### config.mk
export PLATFORM = sky130hd
export DESIGN_NAME = http_root_path_matcher
export DESIGN_NICKNAME = d
export VERILOG_FILES = /design/src/hrpm_pkg.sv /design/src/hrpm_scan.sv /design/src/hrpm_result.sv /design/src/http_root_path_matcher.sv
export VERILOG_INCLUDE_DIRS = /design/src /design/src/src
export SDC_FILE = /design/constraint.sdc
export NUM_CORES = 1
export LEC_CHECK = 0
export BUFFER_PORTS_ARGS = -buffer_cell sky130_fd_sc_hd__buf_4
export CAP_MARGIN = 20
export CORE_ASPECT_RATIO = 1.1
export CORE_MARGIN = 5
export CORE_UTILIZATION = 50
export DETAILED_ROUTE_END_ITERATION = 7
export HOLD_SLACK_MARGIN = 0.06
export PLACE_DENSITY = 0.75
export SLEW_MARGIN = 25
export SYNTH_ARGS = -nofsm -noshare
export SYNTH_HDL_FRONTEND = slang
export SYNTH_SLANG_ARGS = --single-unit
export TNS_END_PERCENT = 1
### constraint.sdc
create_clock -name i_clk -period 4.8 [get_ports i_clk]
set_input_delay 0 -clock i_clk [delete_from_list [all_inputs] [get_ports i_clk]]
set_output_delay 0 -clock i_clk [all_outputs]
set_load 0.1 [all_outputs]
### src/http_root_path_matcher_defines.svh
// Assertion macros used by the matcher top level.
// No dependencies; included by files that carry concurrent checks.
`ifndef HTTP_ROOT_PATH_MATCHER_DEFINES_SVH
`define HTTP_ROOT_PATH_MATCHER_DEFINES_SVH

// same-cycle implication, disabled during reset
`define HRPM_ASSERT_IMP(name, clk, rst_n, ante, cons) \
    name: assert property (@(posedge clk) disable iff (!(rst_n)) (ante) |-> (cons)) \
        else $error("hrpm: implication check failed");

// next-cycle implication, disabled during reset
`define HRPM_ASSERT_NXT(name, clk, rst_n, ante, cons) \
    name: assert property (@(posedge clk) disable iff (!(rst_n)) (ante) |=> (cons)) \
        else $error("hrpm: next-cycle check failed");

`endif

### src/hrpm_pkg.sv
// Types and constants for the HTTP root-path matcher.
// No dependencies; used by all modules of the block.
package hrpm_pkg;

    localparam logic [7:0]  CH_CR      = 8'h0D;
    localparam logic [7:0]  CH_LF      = 8'h0A;
    localparam logic [7:0]  CH_SLASH   = 8'h2F;
    localparam logic [31:0] TOKEN_GET  = 32'h4745_5420;
    localparam logic [39:0] TOKEN_POST = 40'h50_4F53_5420;
    localparam logic [15:0] SUFFIX_LEN = 16'd9;

    // path search status
    localparam logic [1:0] SRCH_NONE   = 2'd0;
    localparam logic [1:0] SRCH_ACTIVE = 2'd1;
    localparam logic [1:0] SRCH_DONE   = 2'd2;

    // method codes
    localparam logic [1:0] METH_NONE = 2'd0;
    localparam logic [1:0] METH_GET  = 2'd1;
    localparam logic [1:0] METH_POST = 2'd2;

    // match status codes
    localparam logic [1:0] MATCH_NONE    = 2'd0;
    localparam logic [1:0] MATCH_PATH    = 2'd1;
    localparam logic [1:0] MATCH_PARTIAL = 2'd2;

    // header end tracker: 4 = blank line seen, latched
    localparam logic [2:0] HDR_END = 3'd4;

    typedef struct packed {
        logic [15:0] pos;
        logic [39:0] recent;
        logic [2:0]  hdr;
        logic [1:0]  prefix;
        logic [1:0]  get_status;
        logic [15:0] get_start;
        logic [15:0] get_count;
        logic [1:0]  post_status;
        logic [15:0] post_start;
        logic [15:0] post_count;
        logic [1:0]  root_flags;
    } t_state;

    typedef struct packed {
        logic        rewrite;
        logic [1:0]  method_found;
        logic [1:0]  match_status;
        logic [15:0] path_offset;
        logic [15:0] path_length;
    } t_result;

endpackage

### src/hrpm_scan.sv
// Per-byte next-state logic: header tracker, token search, path measure.
// Depends on hrpm_pkg.
module hrpm_scan #(
    parameter int unsigned PAYLOAD_MAX = 65535
) (
    input  hrpm_pkg::t_state i_state,
    input  logic [7:0]       i_byte,
    output hrpm_pkg::t_state o_state
);
    import hrpm_pkg::*;

    localparam logic [15:0] PosMax = 16'(PAYLOAD_MAX);

    logic [39:0] recent_nx;
    logic        is_get;
    logic        is_post;

    assign recent_nx = {i_state.recent[31:0], i_byte};
    assign is_get    = (recent_nx[31:0] == TOKEN_GET);
    assign is_post   = (recent_nx == TOKEN_POST);

    always_comb begin
        o_state = i_state;
        if (i_state.pos < PosMax) begin
            // path length counting up to CR
            if (i_state.get_status == SRCH_ACTIVE) begin
                if (i_byte == CH_CR) begin
                    o_state.get_status = SRCH_DONE;
                end else begin
                    if (i_state.get_count == 16'd0 && i_byte == CH_SLASH) begin
                        o_state.root_flags[0] = 1'b1;
                    end
                    o_state.get_count = i_state.get_count + 16'd1;
                end
            end
            if (i_state.post_status == SRCH_ACTIVE) begin
                if (i_byte == CH_CR) begin
                    o_state.post_status = SRCH_DONE;
                end else begin
                    if (i_state.post_count == 16'd0 && i_byte == CH_SLASH) begin
                        o_state.root_flags[1] = 1'b1;
                    end
                    o_state.post_count = i_state.post_count + 16'd1;
                end
            end

            // CR LF CR LF tracker; odd states expect LF
            if (i_state.hdr < HDR_END) begin
                if (i_byte == CH_CR) begin
                    o_state.hdr = i_state.hdr[0] ? 3'd0 : i_state.hdr + 3'd1;
                end else if (i_byte == CH_LF) begin
                    o_state.hdr = i_state.hdr[0] ? i_state.hdr + 3'd1 : 3'd0;
                end else begin
                    o_state.hdr = 3'd0;
                end
            end

            o_state.recent = recent_nx;
            if (i_state.pos == 16'd3 && is_get) begin
                o_state.prefix = METH_GET;
            end
            if (i_state.pos == 16'd4 && is_post) begin
                o_state.prefix = METH_POST;
            end

            if (o_state.hdr < HDR_END) begin
                if (i_state.get_status == SRCH_NONE && i_state.pos >= 16'd3 && is_get) begin
                    o_state.get_status = SRCH_ACTIVE;
                    o_state.get_start  = i_state.pos + 16'd1;
                    o_state.get_count  = 16'd0;
                end
                if (i_state.post_status == SRCH_NONE && i_state.pos >= 16'd4 && is_post) begin
                    o_state.post_status = SRCH_ACTIVE;
                    o_state.post_start  = i_state.pos + 16'd1;
                    o_state.post_count  = 16'd0;
                end
            end
            o_state.pos = i_state.pos + 16'd1;
        end
    end

endmodule

### src/hrpm_result.sv
// End-of-payload decode: picks GET or POST path and forms the result.
// Depends on hrpm_pkg.
module hrpm_result (
    input  hrpm_pkg::t_state  i_state,
    output hrpm_pkg::t_result o_result
);
    import hrpm_pkg::*;

    logic [15:0] count;
    logic        slash;

    always_comb begin
        o_result = '0;
        count    = 16'd0;
        slash    = 1'b0;
        if (i_state.prefix != METH_NONE) begin
            if (i_state.pos <= 16'd4) begin
                o_result.method_found = METH_GET;
                o_result.match_status = MATCH_PARTIAL;
            end else if (i_state.get_status != SRCH_NONE) begin
                o_result.method_found = METH_GET;
                o_result.match_status = (i_state.get_status == SRCH_DONE) ?
                                        MATCH_PATH : MATCH_PARTIAL;
                o_result.path_offset  = i_state.get_start;
                count = i_state.get_count;
                slash = i_state.root_flags[0];
            end else if (i_state.pos <= 16'd5) begin
                o_result.method_found = METH_POST;
                o_result.match_status = MATCH_PARTIAL;
            end else if (i_state.post_status != SRCH_NONE) begin
                o_result.method_found = METH_POST;
                o_result.match_status = (i_state.post_status == SRCH_DONE) ?
                                        MATCH_PATH : MATCH_PARTIAL;
                o_result.path_offset  = i_state.post_start;
                count = i_state.post_count;
                slash = i_state.root_flags[1];
            end
        end
        if (o_result.match_status == MATCH_PATH) begin
            // drop the " HTTP/x.x" suffix
            o_result.path_length = (count > SUFFIX_LEN) ? count - SUFFIX_LEN : 16'd0;
            o_result.rewrite     = (o_result.path_length == 16'd1) && slash;
        end
    end

endmodule

### src/http_root_path_matcher.sv
// HTTP root-path matcher, top level.
// Input channel: one payload byte per request on i_data_byte, i_last_byte
//   marks the final byte; i_in_valid / o_in_ready handshake.
// Output channel: one result per payload on o_out_valid / i_out_ready:
//   o_rewrite, o_method_found, o_match_status, o_path_offset, o_path_length.
// Bytes are registered, then the per-byte state update and, for the last
// byte, the result decode run combinationally into the result register.
// Throughput: one byte per cycle while no final byte is held back. The result
// is captured in the result register when the last byte leaves the input register.
// When the receiver stalls with a result pending, non-final bytes keep
// flowing; a final byte waits in the input register and o_in_ready drops
// until the result register frees.
// Reset clears all matcher state and empties both registers; the state is
// also cleared after every final byte, so payloads are independent.
// Bytes beyond PAYLOAD_MAX are ignored, but the final-byte mark still ends
// the payload.
// Depends on hrpm_pkg, hrpm_scan, hrpm_result and the defines header.
`include "http_root_path_matcher_defines.svh"

module http_root_path_matcher #(
    parameter int unsigned PAYLOAD_MAX = 65535
) (
    input  logic        i_clk,
    input  logic        i_rst_n,
    input  logic        i_in_valid,
    output logic        o_in_ready,
    input  logic [7:0]  i_data_byte,
    input  logic        i_last_byte,
    output logic        o_out_valid,
    input  logic        i_out_ready,
    output logic        o_rewrite,
    output logic [1:0]  o_method_found,
    output logic [1:0]  o_match_status,
    output logic [15:0] o_path_offset,
    output logic [15:0] o_path_length
);
    import hrpm_pkg::*;

    logic       r_in_valid;
    logic [7:0] r_in_byte;
    logic       r_in_last;
    t_state     r_state;
    t_state     n_state;
    t_result    n_res;
    t_result    r_res;
    logic       r_out_valid;
    logic       out_free;
    logic       step_en;

    assign out_free   = !r_out_valid || i_out_ready;
    assign step_en    = r_in_valid && (!r_in_last || out_free);
    assign o_in_ready = !r_in_valid || step_en;

    hrpm_scan #(
        .PAYLOAD_MAX(PAYLOAD_MAX)
    ) u_scan (
        .i_state (r_state),
        .i_byte  (r_in_byte),
        .o_state (n_state)
    );

    hrpm_result u_result (
        .i_state  (n_state),
        .o_result (n_res)
    );

    always_ff @(posedge i_clk) begin
        if (!i_rst_n) begin
            r_in_valid <= 1'b0;
        end else if (o_in_ready) begin
            r_in_valid <= i_in_valid;
        end
    end

    always_ff @(posedge i_clk) begin
        if (o_in_ready && i_in_valid) begin
            r_in_byte <= i_data_byte;
            r_in_last <= i_last_byte;
        end
    end

    always_ff @(posedge i_clk) begin
        if (!i_rst_n) begin
            r_state <= '0;
        end else if (step_en) begin
            r_state <= r_in_last ? '0 : n_state;
        end
    end

    always_ff @(posedge i_clk) begin
        if (!i_rst_n) begin
            r_out_valid <= 1'b0;
        end else if (step_en && r_in_last) begin
            r_out_valid <= 1'b1;
        end else if (i_out_ready) begin
            r_out_valid <= 1'b0;
        end
    end

    always_ff @(posedge i_clk) begin
        if (step_en && r_in_last) begin
            r_res <= n_res;
        end
    end

    assign o_out_valid    = r_out_valid;
    assign o_rewrite      = r_res.rewrite;
    assign o_method_found = r_res.method_found;
    assign o_match_status = r_res.match_status;
    assign o_path_offset  = r_res.path_offset;
    assign o_path_length  = r_res.path_length;

    `HRPM_ASSERT_IMP(a_rewrite_needs_root, i_clk, i_rst_n,
        r_out_valid && r_res.rewrite,
        r_res.match_status == MATCH_PATH && r_res.path_length == 16'd1)
    `HRPM_ASSERT_IMP(a_no_method_no_match, i_clk, i_rst_n,
        r_out_valid && r_res.method_found == METH_NONE,
        r_res.match_status == MATCH_NONE && r_res.path_offset == 16'd0)
    `HRPM_ASSERT_NXT(a_clear_after_last, i_clk, i_rst_n,
        step_en && r_in_last,
        r_state.pos == 16'd0 && r_state.get_status == SRCH_NONE && r_out_valid)
    `HRPM_ASSERT_IMP(a_state_codes_legal, i_clk, i_rst_n,
        1'b1,
        r_state.hdr <= HDR_END && r_state.get_status != 2'd3 &&
        r_state.post_status != 2'd3)
    `HRPM_ASSERT_NXT(a_stalled_result_kept, i_clk, i_rst_n,
        r_out_valid && !i_out_ready,
        r_out_valid && $stable(r_res))

endmodule

==> results of run 1 <==
==> stage by stage <==
stage / hold slack [ns] / setup slack [ns] / std cells / util (%)
after floorplan: 0.0989 / 0.289 / 1155 / -
after global placement: 0.179 / 0.392 / 1407 / 53.3
after detailed placement: 0.180 / 0.218 / 1407 / 53.3
after CTS: 0.235 / 0.169 / 1451 / 57.0
after global routing: 0.155 / -0.0444 / 1453 / 57.2
final: 0.116 / 0.324 / 1453 / 57.2
==> power breakdown <==
group / switching [uW] / internal (uW)
registers: 9.21 / 1490
clock network: 662 / 746
logic: 90.3 / 44.5
==> logic make-up (layout without fill, tap and decap cells) <==
family          after synthesis  count (layout)
fa+ha+maj                     9               9
buf+inv                      97             143
simple gates                518             518
flops                       171             171
compound gates              304             304
xor+xnor                     47              47
mux                           9               9
==> flip-flops by register name, indices dropped and copies added (netlist names) <==
| name | flops |
|---|---|
| o_rewrite | 1 |
| o_path_length | 16 |
| r_in_valid | 1 |
| o_path_offset | 16 |
| r_in_last | 1 |
| o_out_valid | 1 |
| o_match_status | 2 |
| o_method_found | 2 |
| r_state | 123 |
| r_in_byte | 8 |
==> worst min path at each step <==
stage,from,endpoint
floorplan,i_data_byte[0],r_in_byte[0]
global placement,i_last_byte,r_in_last
detailed placement,i_last_byte,r_in_last
CTS,i_rst_n,r_state[40]
global route,i_rst_n,o_out_valid
finish,i_rst_n,o_out_valid
==> layout make-up <==
type / instances / area share [%]
Clock inverter: 15 / 1.61
Sequential cell: 171 / 34.5
Inverter: 11 / 0.367
Clock buffer: 17 / 3.78
Tap cell: 252 / 2.80
Multi-Input combinational cell: 887 / 49.9
Timing Repair Buffer: 100 / 6.97
==> synth_stat cells (all sizes together), types with 10 or more instances <==
library cell / number
xnor2: 31
o21ai: 67
nand4: 24
inv: 11
clkbuf: 64
a21oi: 52
nor2b: 88
a31oi: 16
nand2: 117
nor2: 89
and4: 11
a21boi: 16
dfxtp: 125
nand3: 32
a221oi: 13
xor2: 16
or3: 10
nor4: 23
and2: 18
buf: 22
nor3: 44
edfxtp: 46
and3: 16
a22oi: 74
==> repair_timing <==
action | CTS | global route
endpoints found under the hold margin | 11 | 0
resized for setup | 0 | 8
hold buffers | 12 | 0
setup buffers | 0 | 2
endpoints found under the setup margin | 0 | 2
==> worst max-delay path, delay by kind of cell, from the launching register on <==
kind                       cells  cell delay [ns]
and+or+nand+nor                7             1.61
AOI/OAI and AO/OA              6             0.97
adders and majority gates      3             0.94
buffers and inverters          3             0.44
DFF                            1             0.38
==> per-layer routing <==
layer	up-vias	GRT usage (%)	share of wire, %
met3	71	3.68	7.3
li1	4345	-	-
met1	4398	33.8	45
met4	0	8.88	2.5
met5	-	0	0
met2	430	37.6	46
==> results by group, run 1 <==
Synth
  • Post-synthesis sequential area ratio: 39.4%
  • Compound-Gate Fraction of Synth Area: 21.4%
  • Syn Nets: 1176
  • #FFs+latches synth: 171
  • Synth Flop Type: dfxtp_1
  • Synth Instances: 1155
  • Post-Synth Adder-Cell Area: 1.12%
  • Top-area cell type share of the netlist area: 25.4%
  • Post-synth ARST share: 0%
  • Post-synth top area cell: dfxtp_1
  • Post-Synth Simple-Gate Area: 28.8%
  • Synth Area in XOR/XNOR: 4.17%
  • Post-synthesis mux area share: 0.913%
  • Largest family of logic cells by synthesized area: simple AND/OR/NAND/NOR gates
  • Yosys warnings: 0
  • Synth top area cells: dfxtp_1 (25%), edfxtp_1 (14%), a22oi_1 (5.6%)
  • Synth Cell Area: 0.00987 mm^2
  • Yosys cell types: 89
  • Post-synth EDFFs: 46
  • Synth Area per Inst: 8.54 um^2

GRT
  • Gr usage total: 24.1%
  • Vias in the first global route: 8204
  • First-pass GRT wire length: 44000 um
  • Largest net degree at the start of global routing: 121
  • Initial antenna violation count: 0
  • Total grt overflow: 0

STA
  • Final setup violation count: 0
  • Tmin final: 4.48 ns
  • Clock skew: 0.0116 ns
  • Setup_tns: 0 ns
  • Fmax achieved: 0.223 GHz
  • Slew @ Worst Pin: 0.960 ns
  • Slew HR: 35.8%
  • Fin crit share: 93.3%
  • Final Hold Viols: 0
  • Pins over their slew limit: 0

Final layout
  • Commonest non-fill, non-tap cell in the layout: dfxtp_1
  • Fin area: 0.0113 mm^2
  • Multi-input gate area: 0.00562 mm^2
  • Antenna diode count: 0
  • Share of layout cells above drive strength 1: 13.3%
  • Register area: 0.00389 mm^2
  • Nets: 1209
  • Fill count: 1752
  • Most frequent cells in the layout: dfxtp_1 (122), nand2_1 (117), nor2b_1 (88), nor2_1 (88), buf_4 (87)
  • Synth-to-Final Area Change: 14.1%

Worst setup path
  • CP Capture Type: register
  • Worst Setup EP: o_rewrite
  • CP startpoint: r_state[115]
  • Crit path kind: reg -> reg
  • Worst flop-to-flop path endpoint: o_rewrite
  • Worst r2r src: r_state[115]
  • Worst-path cell chain: buf_4 -> inv_1 -> ha_1 -> maj3_1 -> o22ai_1 -> o21ai_0 -> nor4_2 -> buf_4 -> and2_4 -> o32a_1 -> or3_1 -> ha_1 -> nor2b_1 -> o21ai_1 -> and4_4 -> nor4_1 -> a211oi_1 -> nor4_1 -> o2111a_1
  • WP data required: 5.10 ns
  • Largest stage delay, worst path: 0.38 ns
  • Worst Path Max Fanout: 13
  • Reg2reg setup slack: 0.32 ns
  • Startpoint types: register
  • Critical Path AT: 4.78 ns
  • Worst r2r path cells: 19
  • Crit path max-delay cell type: dfxtp_1

Clock network
  • CTS H-Tree Depth: 4
  • CTS tree: built
  • Clock transition at path regs: 0.07 ns
  • CTS root buf: clkbuf_16
  • Worst-Skew Late Latency: 0.44 ns
  • CTS Sinks: 171
  • CTS Buf Count: 17
  • Clock Tree Buf Depth: 2

Floorplan
  • DIE HEIGHT: 157 um
  • Row Count: 54
  • Core Box Area: 0.0197 mm^2
  • Die area: 0.0226 mm^2
  • Die X: 144 um
  • Starting Density: 50.2%
  • I/O Pins: 52

Power
  • Worst VDD drop: 0.263 mV
  • Lkg Pwr: 0.00392 uW
  • PD cells: 270 mW/mm^2
  • Tot Pwr: 3040 uW

Placement
  • PortBufs: 51
  • Post-DP HPWL: 18900 um
  • DP Area: 0.0105 mm^2
  • Placer congestion estimate: 0.910

Routing
  • DR vias: 9244
  • Routed Antenna Nets: 0
  • Residual DRC: 0
  • WL/cell: 19.0 um
  • Number of vias per cell: 6.36
  • Detailed Routing Iterations Pass 1: 5
  • Post-Route WL: 27700 um
  • DR iter-0 viols: 1041

Min path
  • Hold path cells: 2
  • Hold Path Class: in -> reg

Flow run
  • Maxcap violations: 0

Status
  • Outcome: complete, no violations
(Power assumes the default switching activity.)
==> run 2: changes to the inputs <==
--- a/config.mk
+++ b/config.mk
@@ -17,5 +17,6 @@
 export SLEW_MARGIN = 25
 export SYNTH_ARGS = -nofsm -noshare
 export SYNTH_HDL_FRONTEND = slang
+export SYNTH_HIERARCHICAL = 1
 export SYNTH_SLANG_ARGS = --single-unit
 export TNS_END_PERCENT = 1
==> results by group, run 2 <==
Status
  • Outcome: complete, no violations

Worst setup path
  • Crit path top cell by count: nor2_1
  • Crit path max-delay cell type: or4b_4
  • Startpoint types: register
  • CP startpoint: r_in_byte[3]
  • Crit path kind: reg -> reg
  • Critical Path AT: 4.82 ns (+0.04 ns)
  • Worst Path Max Fanout: 16 (+3)
  • Reg2reg setup slack: 0.22 ns (-0.10 ns)
  • CP Capture Type: register
  • Largest stage delay, worst path: 0.55 ns (+0.17 ns)
  • Worst-path cell chain: or4b_4 -> nand3b_4 -> or4_4 -> nor4_4 -> buf_4 -> nor2_1 -> a22o_1 -> nand2_2 -> ha_4 -> nor2b_2 -> nor2_1 -> o211ai_2 -> and3_4 -> o221ai_2 -> nor3_1 -> nand4_1 -> a2111oi_2
  • Worst flop-to-flop path endpoint: o_rewrite
  • Worst r2r src: r_in_byte[3]
  • Worst r2r path cells: 17 (-2)
  • Worst Setup EP: o_rewrite
  • WP data required: 5.04 ns (-0.06 ns)

Floorplan
  • I/O Pins: 52 (unchanged)
  • Starting Density: 50.6% (+0.43 points)
  • Die X: 140 um (-2.8%)
  • Row Count: 52 (-3.7%)
  • Core Box Area: 0.0183 mm^2 (-6.7%)
  • DIE HEIGHT: 153 um (-2.8%)
  • Die area: 0.0214 mm^2 (-5.5%)

STA
  • Slew @ Worst Pin: 0.880 ns (-0.0794 ns)
  • Fmax achieved: 0.218 GHz (-2.2%)
  • Fin crit share: 95.4% (+2.1 points)
  • Final setup violation count: 0 (unchanged)
  • Setup_tns: 0 ns (unchanged)
  • Pins over their slew limit: 0 (unchanged)
  • Tmin final: 4.58 ns (+0.101 ns)
  • Final Hold Viols: 0 (unchanged)
  • Slew HR: 41.0% (+5.3 points)
  • Clock skew: 0.0215 ns (+0.00988 ns)

Final layout
  • Share of layout cells above drive strength 1: 20.2% (+6.8 points)
  • Reg with most FFs: r_state
  • Number of flip-flops under the largest register name: 123 (unchanged)
  • Antenna diode count: 0 (unchanged)
  • Nets: 1059 (-12%)
  • Fin area: 0.0109 mm^2 (-2.7%)
  • Most frequent cells in the layout: a22o_1 (129), nand2_1 (124), dfxtp_1 (123), buf_4 (88), nor2_1 (83)
  • Commonest non-fill, non-tap cell in the layout: a22o_1
  • Synth-to-Final Area Change: 17.9%

GRT
  • Largest net degree at the start of global routing: 124 (+2.5%)
  • Initial antenna violation count: 0 (unchanged)
  • First-pass GRT wire length: 37000 um (-16%)
  • Gr usage total: 20.5% (-3.6 points)
  • Total grt overflow: 0 (unchanged)
  • Vias in the first global route: 7350 (-10%)

Placement
  • PortBufs: 51 (unchanged)
  • Placer congestion estimate: 0.901 (-0.96%)
  • Post-DP HPWL: 15100 um (-20%)
  • DP Area: 0.0100 mm^2 (-4.6%)

Clock network
  • CTS Buf Count: 17 (unchanged)
  • CTS Sinks: 171 (unchanged)
  • Clock Tree Buf Depth: 2 (unchanged)
  • CTS tree: built
  • Worst-Skew Late Latency: 0.44 ns (about the same)
  • CTS H-Tree Depth: 4 (unchanged)
  • CTS root buf: clkbuf_16
  • Clock transition at path regs: 0.07 ns (about the same)

Routing
  • Residual DRC: 0 (unchanged)
  • Post-Route WL: 22600 um (-18%)
  • Routed Antenna Nets: 0 (unchanged)
  • DR iter-0 viols: 951 (-8.6%)
  • WL/cell: 17.5 um (-8.3%)
  • Detailed Routing Iterations Pass 1: 5 (unchanged)
  • Number of vias per cell: 6.18 (-2.9%)
  • DR vias: 7994 (-14%)

Synth
  • Synth Cell Area: 0.00929 mm^2 (-5.9%)
  • Syn Nets: 1007 (-14%)
  • Synth Instances: 986 (-15%)
  • Synth Area per Inst: 9.42 um^2 (+10%)
  • Yosys warnings: 6 (+6)

Power
  • Worst VDD drop: 0.235 mV (-11%)
  • PD cells: 273 mW/mm^2 (+1.3%)
  • Lkg Pwr: 0.00435 uW (+11%)

Flow run
  • Maxcap violations: 0 (unchanged)

Min path
  • Hold Path Class: in -> reg
-- run 2: per-layer routing --
| metal | GRT usage, % | wire (um) | vias up |
|---|---|---|---|
| met5 | 0 | 0 | - |
| met4 | 5.21 | 299 | 0 |
| met3 | 4.06 | 1520 | 38 |
| met2 | 31.7 | 10200 | 316 |
| met1 | 29.4 | 10500 | 3805 |
| li1 | - | - | 3835 |
-- run 2: final cells by class --
cell class,count,area (um^2)
multi-input cells,729,5230
clock inverters,15,191
fillers,1534,7400
well taps,243,304
flip-flops and latches,171,3890
repair buffers,105,861
inverters,14,52.6
clock buffers,17,425
-- run 2: worst min-delay path by stage --
stage / from / endpoint / slack (ns) / cells after the start
2_1_floorplan: i_data_byte[0] / r_in_byte[0] / 0.1 / 0
3_3_place_gp: i_last_byte / r_in_last / 0.18 / 1
3_5_place_dp: i_last_byte / r_in_last / 0.18 / 1
4_1_cts: i_data_byte[0] / r_in_byte[0] / 0.26 / 2
5_1_grt: i_data_byte[0] / r_in_byte[0] / 0.28 / 2
6_report: i_last_byte / r_in_last / 0.27 / 2
-- run 2: where the power goes --
| part | switching (uW) | total, uW | internal, uW |
|---|---|---|---|
| clock | 674 | 1390 | 712 |
| combinational | 75.8 | 111 | 35.0 |
| sequential | 9.87 | 1500 | 1490 |
-- run 2: metrics by stage --
step | instances | hold WS, ns | utilization, % | total power, uW | setup WS, ns
2_1_floorplan | 986 | 0.0989 | - | 1600 | -0.0599
3_3_place_gp | 1242 | 0.179 | 54.5 | 1630 | 0.305
3_5_place_dp | 1242 | 0.180 | 54.5 | 1630 | 0.145
4_1_cts | 1287 | 0.262 | 58.6 | 3010 | 0.0963
5_1_grt | 1294 | 0.277 | 59.7 | 3080 | -0.0230
6_report | 1294 | 0.266 | 59.7 | 2990 | 0.222
-- run 2: timing repair --
item	CTS	global route
resized for setup	0	28
hold buffers	13	0
endpoints found under the hold margin	11	0
setup endpoints to repair	0	1
setup buffers	0	6
-- run 2: critical path, delay by kind of cell, from the launching register on --
family	cells	cell delay, ns
buf+inv	1	0.29
fa+ha+maj	1	0.16
simple gates	11	2.56
flops	1	0.39
compound gates	4	0.97
==> run 3: changes to the inputs <==
--- a/config.mk
+++ b/config.mk
@@ -13,7 +13,7 @@
 export CORE_UTILIZATION = 50
 export DETAILED_ROUTE_END_ITERATION = 7
 export HOLD_SLACK_MARGIN = 0.06
-export PLACE_DENSITY = 0.75
+export PLACE_DENSITY = 0.72
 export SLEW_MARGIN = 25
 export SYNTH_ARGS = -nofsm -noshare
 export SYNTH_HDL_FRONTEND = slang
==> constraint.sdc (replaced) <==
create_clock -name i_clk -period 4.6 [get_ports i_clk]
set_input_delay 0 -clock i_clk [delete_from_list [all_inputs] [get_ports i_clk]]
set_output_delay 0 -clock i_clk [all_outputs]
set_load 0.1 [all_outputs]
==> results by group, run 3 (synthesis results as in run 2) <==
Clock network
  • CTS root buf: clkbuf_16
  • Clock transition at path regs: 0.07 ns (about the same)
  • CTS Sinks: 171 (unchanged)
  • CTS Buf Count: 17 (unchanged)
  • Worst-Skew Late Latency: 0.43 ns (about the same)
  • CTS tree: built
  • Clock Tree Buf Depth: 2 (unchanged)
  • CTS H-Tree Depth: 4 (unchanged)

Power
  • PD cells: 287 mW/mm^2 (+4.9%)
  • Clock power frac: 47.4% (+1.1 points)
  • Switching Share: 24.1% (-1.3 points)
  • Int Power: 2420 uW (+8.5%)
  • Sequential share of power: 48.9% (-1.1 points)
  • Worst VDD drop: 0.258 mV (+10%)
  • Lkg Pwr: 0.00450 uW (+3.5%)
  • Psw: 768 uW (+1.1%)
  • Comb pwr share: 3.7% (about the same)

STA
  • Setup ws final: 0.223 ns (+0.000801 ns)
  • Tmin final: 4.38 ns (-0.201 ns)
  • Pins over their slew limit: 0 (unchanged)
  • Fin crit share: 95.2% (-0.22 points)
  • Setup_tns: 0 ns (unchanged)
  • Final Hold Viols: 0 (unchanged)
  • Slew HR: 32.9% (-8.1 points)
  • Final setup violation count: 0 (unchanged)
  • Slew @ Worst Pin: 1.00 ns (+0.121 ns)
  • Hold Slack: 0.151 ns (-0.115 ns)
  • Fmax achieved: 0.228 GHz (+4.6%)
  • Clock skew: 0.0142 ns (-0.00729 ns)

Status
  • Outcome: complete, no violations

Min path
  • Hold path cells: 4 (+2)
  • Hold Path Origin: i_out_ready
  • Hold Path Class: in -> reg
  • Hold Path End: r_state[89]

Floorplan
  • Die X: 140 um (unchanged)
  • Row Count: 52 (unchanged)
  • DIE HEIGHT: 153 um (unchanged)
  • I/O Pins: 52 (unchanged)
  • Die area: 0.0214 mm^2 (unchanged)
  • Core Box Area: 0.0183 mm^2 (unchanged)
  • Starting Density: 50.6% (unchanged)

GRT
  • Largest net degree at the start of global routing: 123 (-0.81%)
  • Met1 Track Usage GR: 30.3% (+0.90 points)
  • Busiest layer in global routing: met2
  • First-pass GRT wire length: 38200 um (+3.2%)
  • Initial antenna violation count: 0 (unchanged)
  • Total grt overflow: 0 (unchanged)
  • Gr usage total: 21.3% (+0.86 points)
  • Met2 usage: 33.1% (+1.4 points)
  • Vias in the first global route: 7474 (+1.7%)
  • M3 GR Usage: 4.00% (-0.063 points)

Routing
  • DR vias: 8006 (+0.15%)
  • Number of vias per cell: 6.07 (-1.8%)
  • WL/cell: 18.0 um (+3.2%)
  • Residual DRC: 0 (unchanged)
  • Post-Route WL: 23800 um (+5.2%)
  • Detailed Routing Iterations Pass 1: 5 (unchanged)
  • DR iter-0 viols: 764 (-20%)
  • Routed Antenna Nets: 0 (unchanged)

Worst setup path
  • Worst flop-to-flop path endpoint: o_rewrite
  • Reg2reg setup slack: 0.22 ns (about the same)
  • Critical Path AT: 4.55 ns (-0.27 ns)
  • Crit path kind: reg -> reg
  • Worst-path cell chain: or4_4 -> or2_2 -> o31a_1 -> or2_4 -> or2_4 -> buf_4 -> nor2_1 -> a32o_1 -> nor2_1 -> or3b_2 -> mux2_2 -> o2111ai_1 -> a2111oi_2
  • Startpoint types: register
  • Worst r2r path cells: 13 (-4)
  • Worst r2r src: r_in_byte[7]
  • WP data required: 4.77 ns (-0.27 ns)
  • CP Capture Type: register
  • Largest stage delay, worst path: 0.58 ns (+0.03 ns)
  • Crit path max-delay cell type: or4_4
  • Worst Path Max Fanout: 19 (+3)

Final layout
  • Reg with most FFs: r_state
  • Share of layout cells above drive strength 1: 22.1% (+1.9 points)
  • Most frequent cells in the layout: a22o_1 (129), nand2_1 (125), dfxtp_1 (123), buf_4 (113), nor2_1 (82)
  • Antenna diode count: 0 (unchanged)
  • Commonest non-fill, non-tap cell in the layout: a22o_1
  • Fill count: 1543 (+0.59%)
  • Synth-to-Final Area Change: 19.7%
  • Number of flip-flops under the largest register name: 123 (unchanged)
  • Nets: 1085 (+2.5%)
  • Finished Layout Cells: 1320 (+2.0%)

Flow run
  • Maxcap violations: 0 (unchanged)

Placement
  • Post-DP HPWL: 15600 um (+3.5%)
  • Dpl ws: 0.0748 ns (-0.0704 ns)
  • Placer congestion estimate: 0.897 (-0.43%)
  • PortBufs: 51 (unchanged)
  • Cells after DPL: 1266 (+1.9%)
run 3: cell count changes in the layout (fill, tap and decap cells not counted), sizes merged:
cell,change
clkinv,-4
bufinv,+2
buf,+26
inv,+2
run 3: routing by layer:
| layer | share of wire (%) | up-vias |
|---|---|---|
| met5 | 0 | - |
| li1 | - | 3878 |
| met2 | 45 | 233 |
| met4 | 1.6 | 0 |
| met3 | 5.8 | 34 |
| met1 | 47 | 3861 |
run 3: final cells by class:
class                      count  area (um^2)  area share (%)
multi-input combinational    729         5200            46.7
clock buffer                  17          425            3.82
clock inverter                15          196            1.77
sequential                   171         3890            34.9
tap                          243          304            2.73
inverter                      14         52.6           0.472
timing repair buffer         131         1060            9.53
run 3: timing repair:
item / 4_1_cts / 5_1_grt
hold endpoints to repair: 11 / 0
gates resized for setup: 0 / 26
endpoints found under the setup margin: 0 / 3
buffers inserted: 0 / 9
hold buffers: 13 / 0
run 3: power by group through the flow:
stage | Sequential [uW] | Combinational [uW] | Clock (uW)
floorplan | 1620 | 52.8 | 0
global placement | 1600 | 103 | 0
detailed placement | 1600 | 104 | 0
CTS | 1560 | 113 | 1530
global route | 1560 | 125 | 1610
finish | 1560 | 117 | 1510
run 3: worst max-delay path by stage:
stage	start	endpoint	slack, ns
floorplan	r_in_byte[3]	o_rewrite	-0.26
global placement	r_in_byte[3]	o_rewrite	0.15
detailed placement	r_in_byte[3]	o_rewrite	0.07
CTS	r_in_byte[3]	o_rewrite	0.03
global route	r_state[125]	o_rewrite	-0.03
finish	r_in_byte[7]	o_rewrite	0.22
run 3: worst max-delay path: cells and delay by family (launching register included):
family                 cells  cell delay, ns
AND/OR/NAND/NOR            7            2.38
flip-flops                 1            0.41
AO/OA/AOI/OAI              4            0.81
buffers and inverters      1            0.21
multiplexers               1            0.31
run 3: through the flow:
step                cell area [um^2]  util [%]  total power (uW)
finish                         11100      60.6              3190
global route                   11100      60.6              3300
CTS                            10900      59.6              3200
detailed placement             10200      55.5              1700
global placement               10200      55.5              1700
floorplan                       9400         -              1670
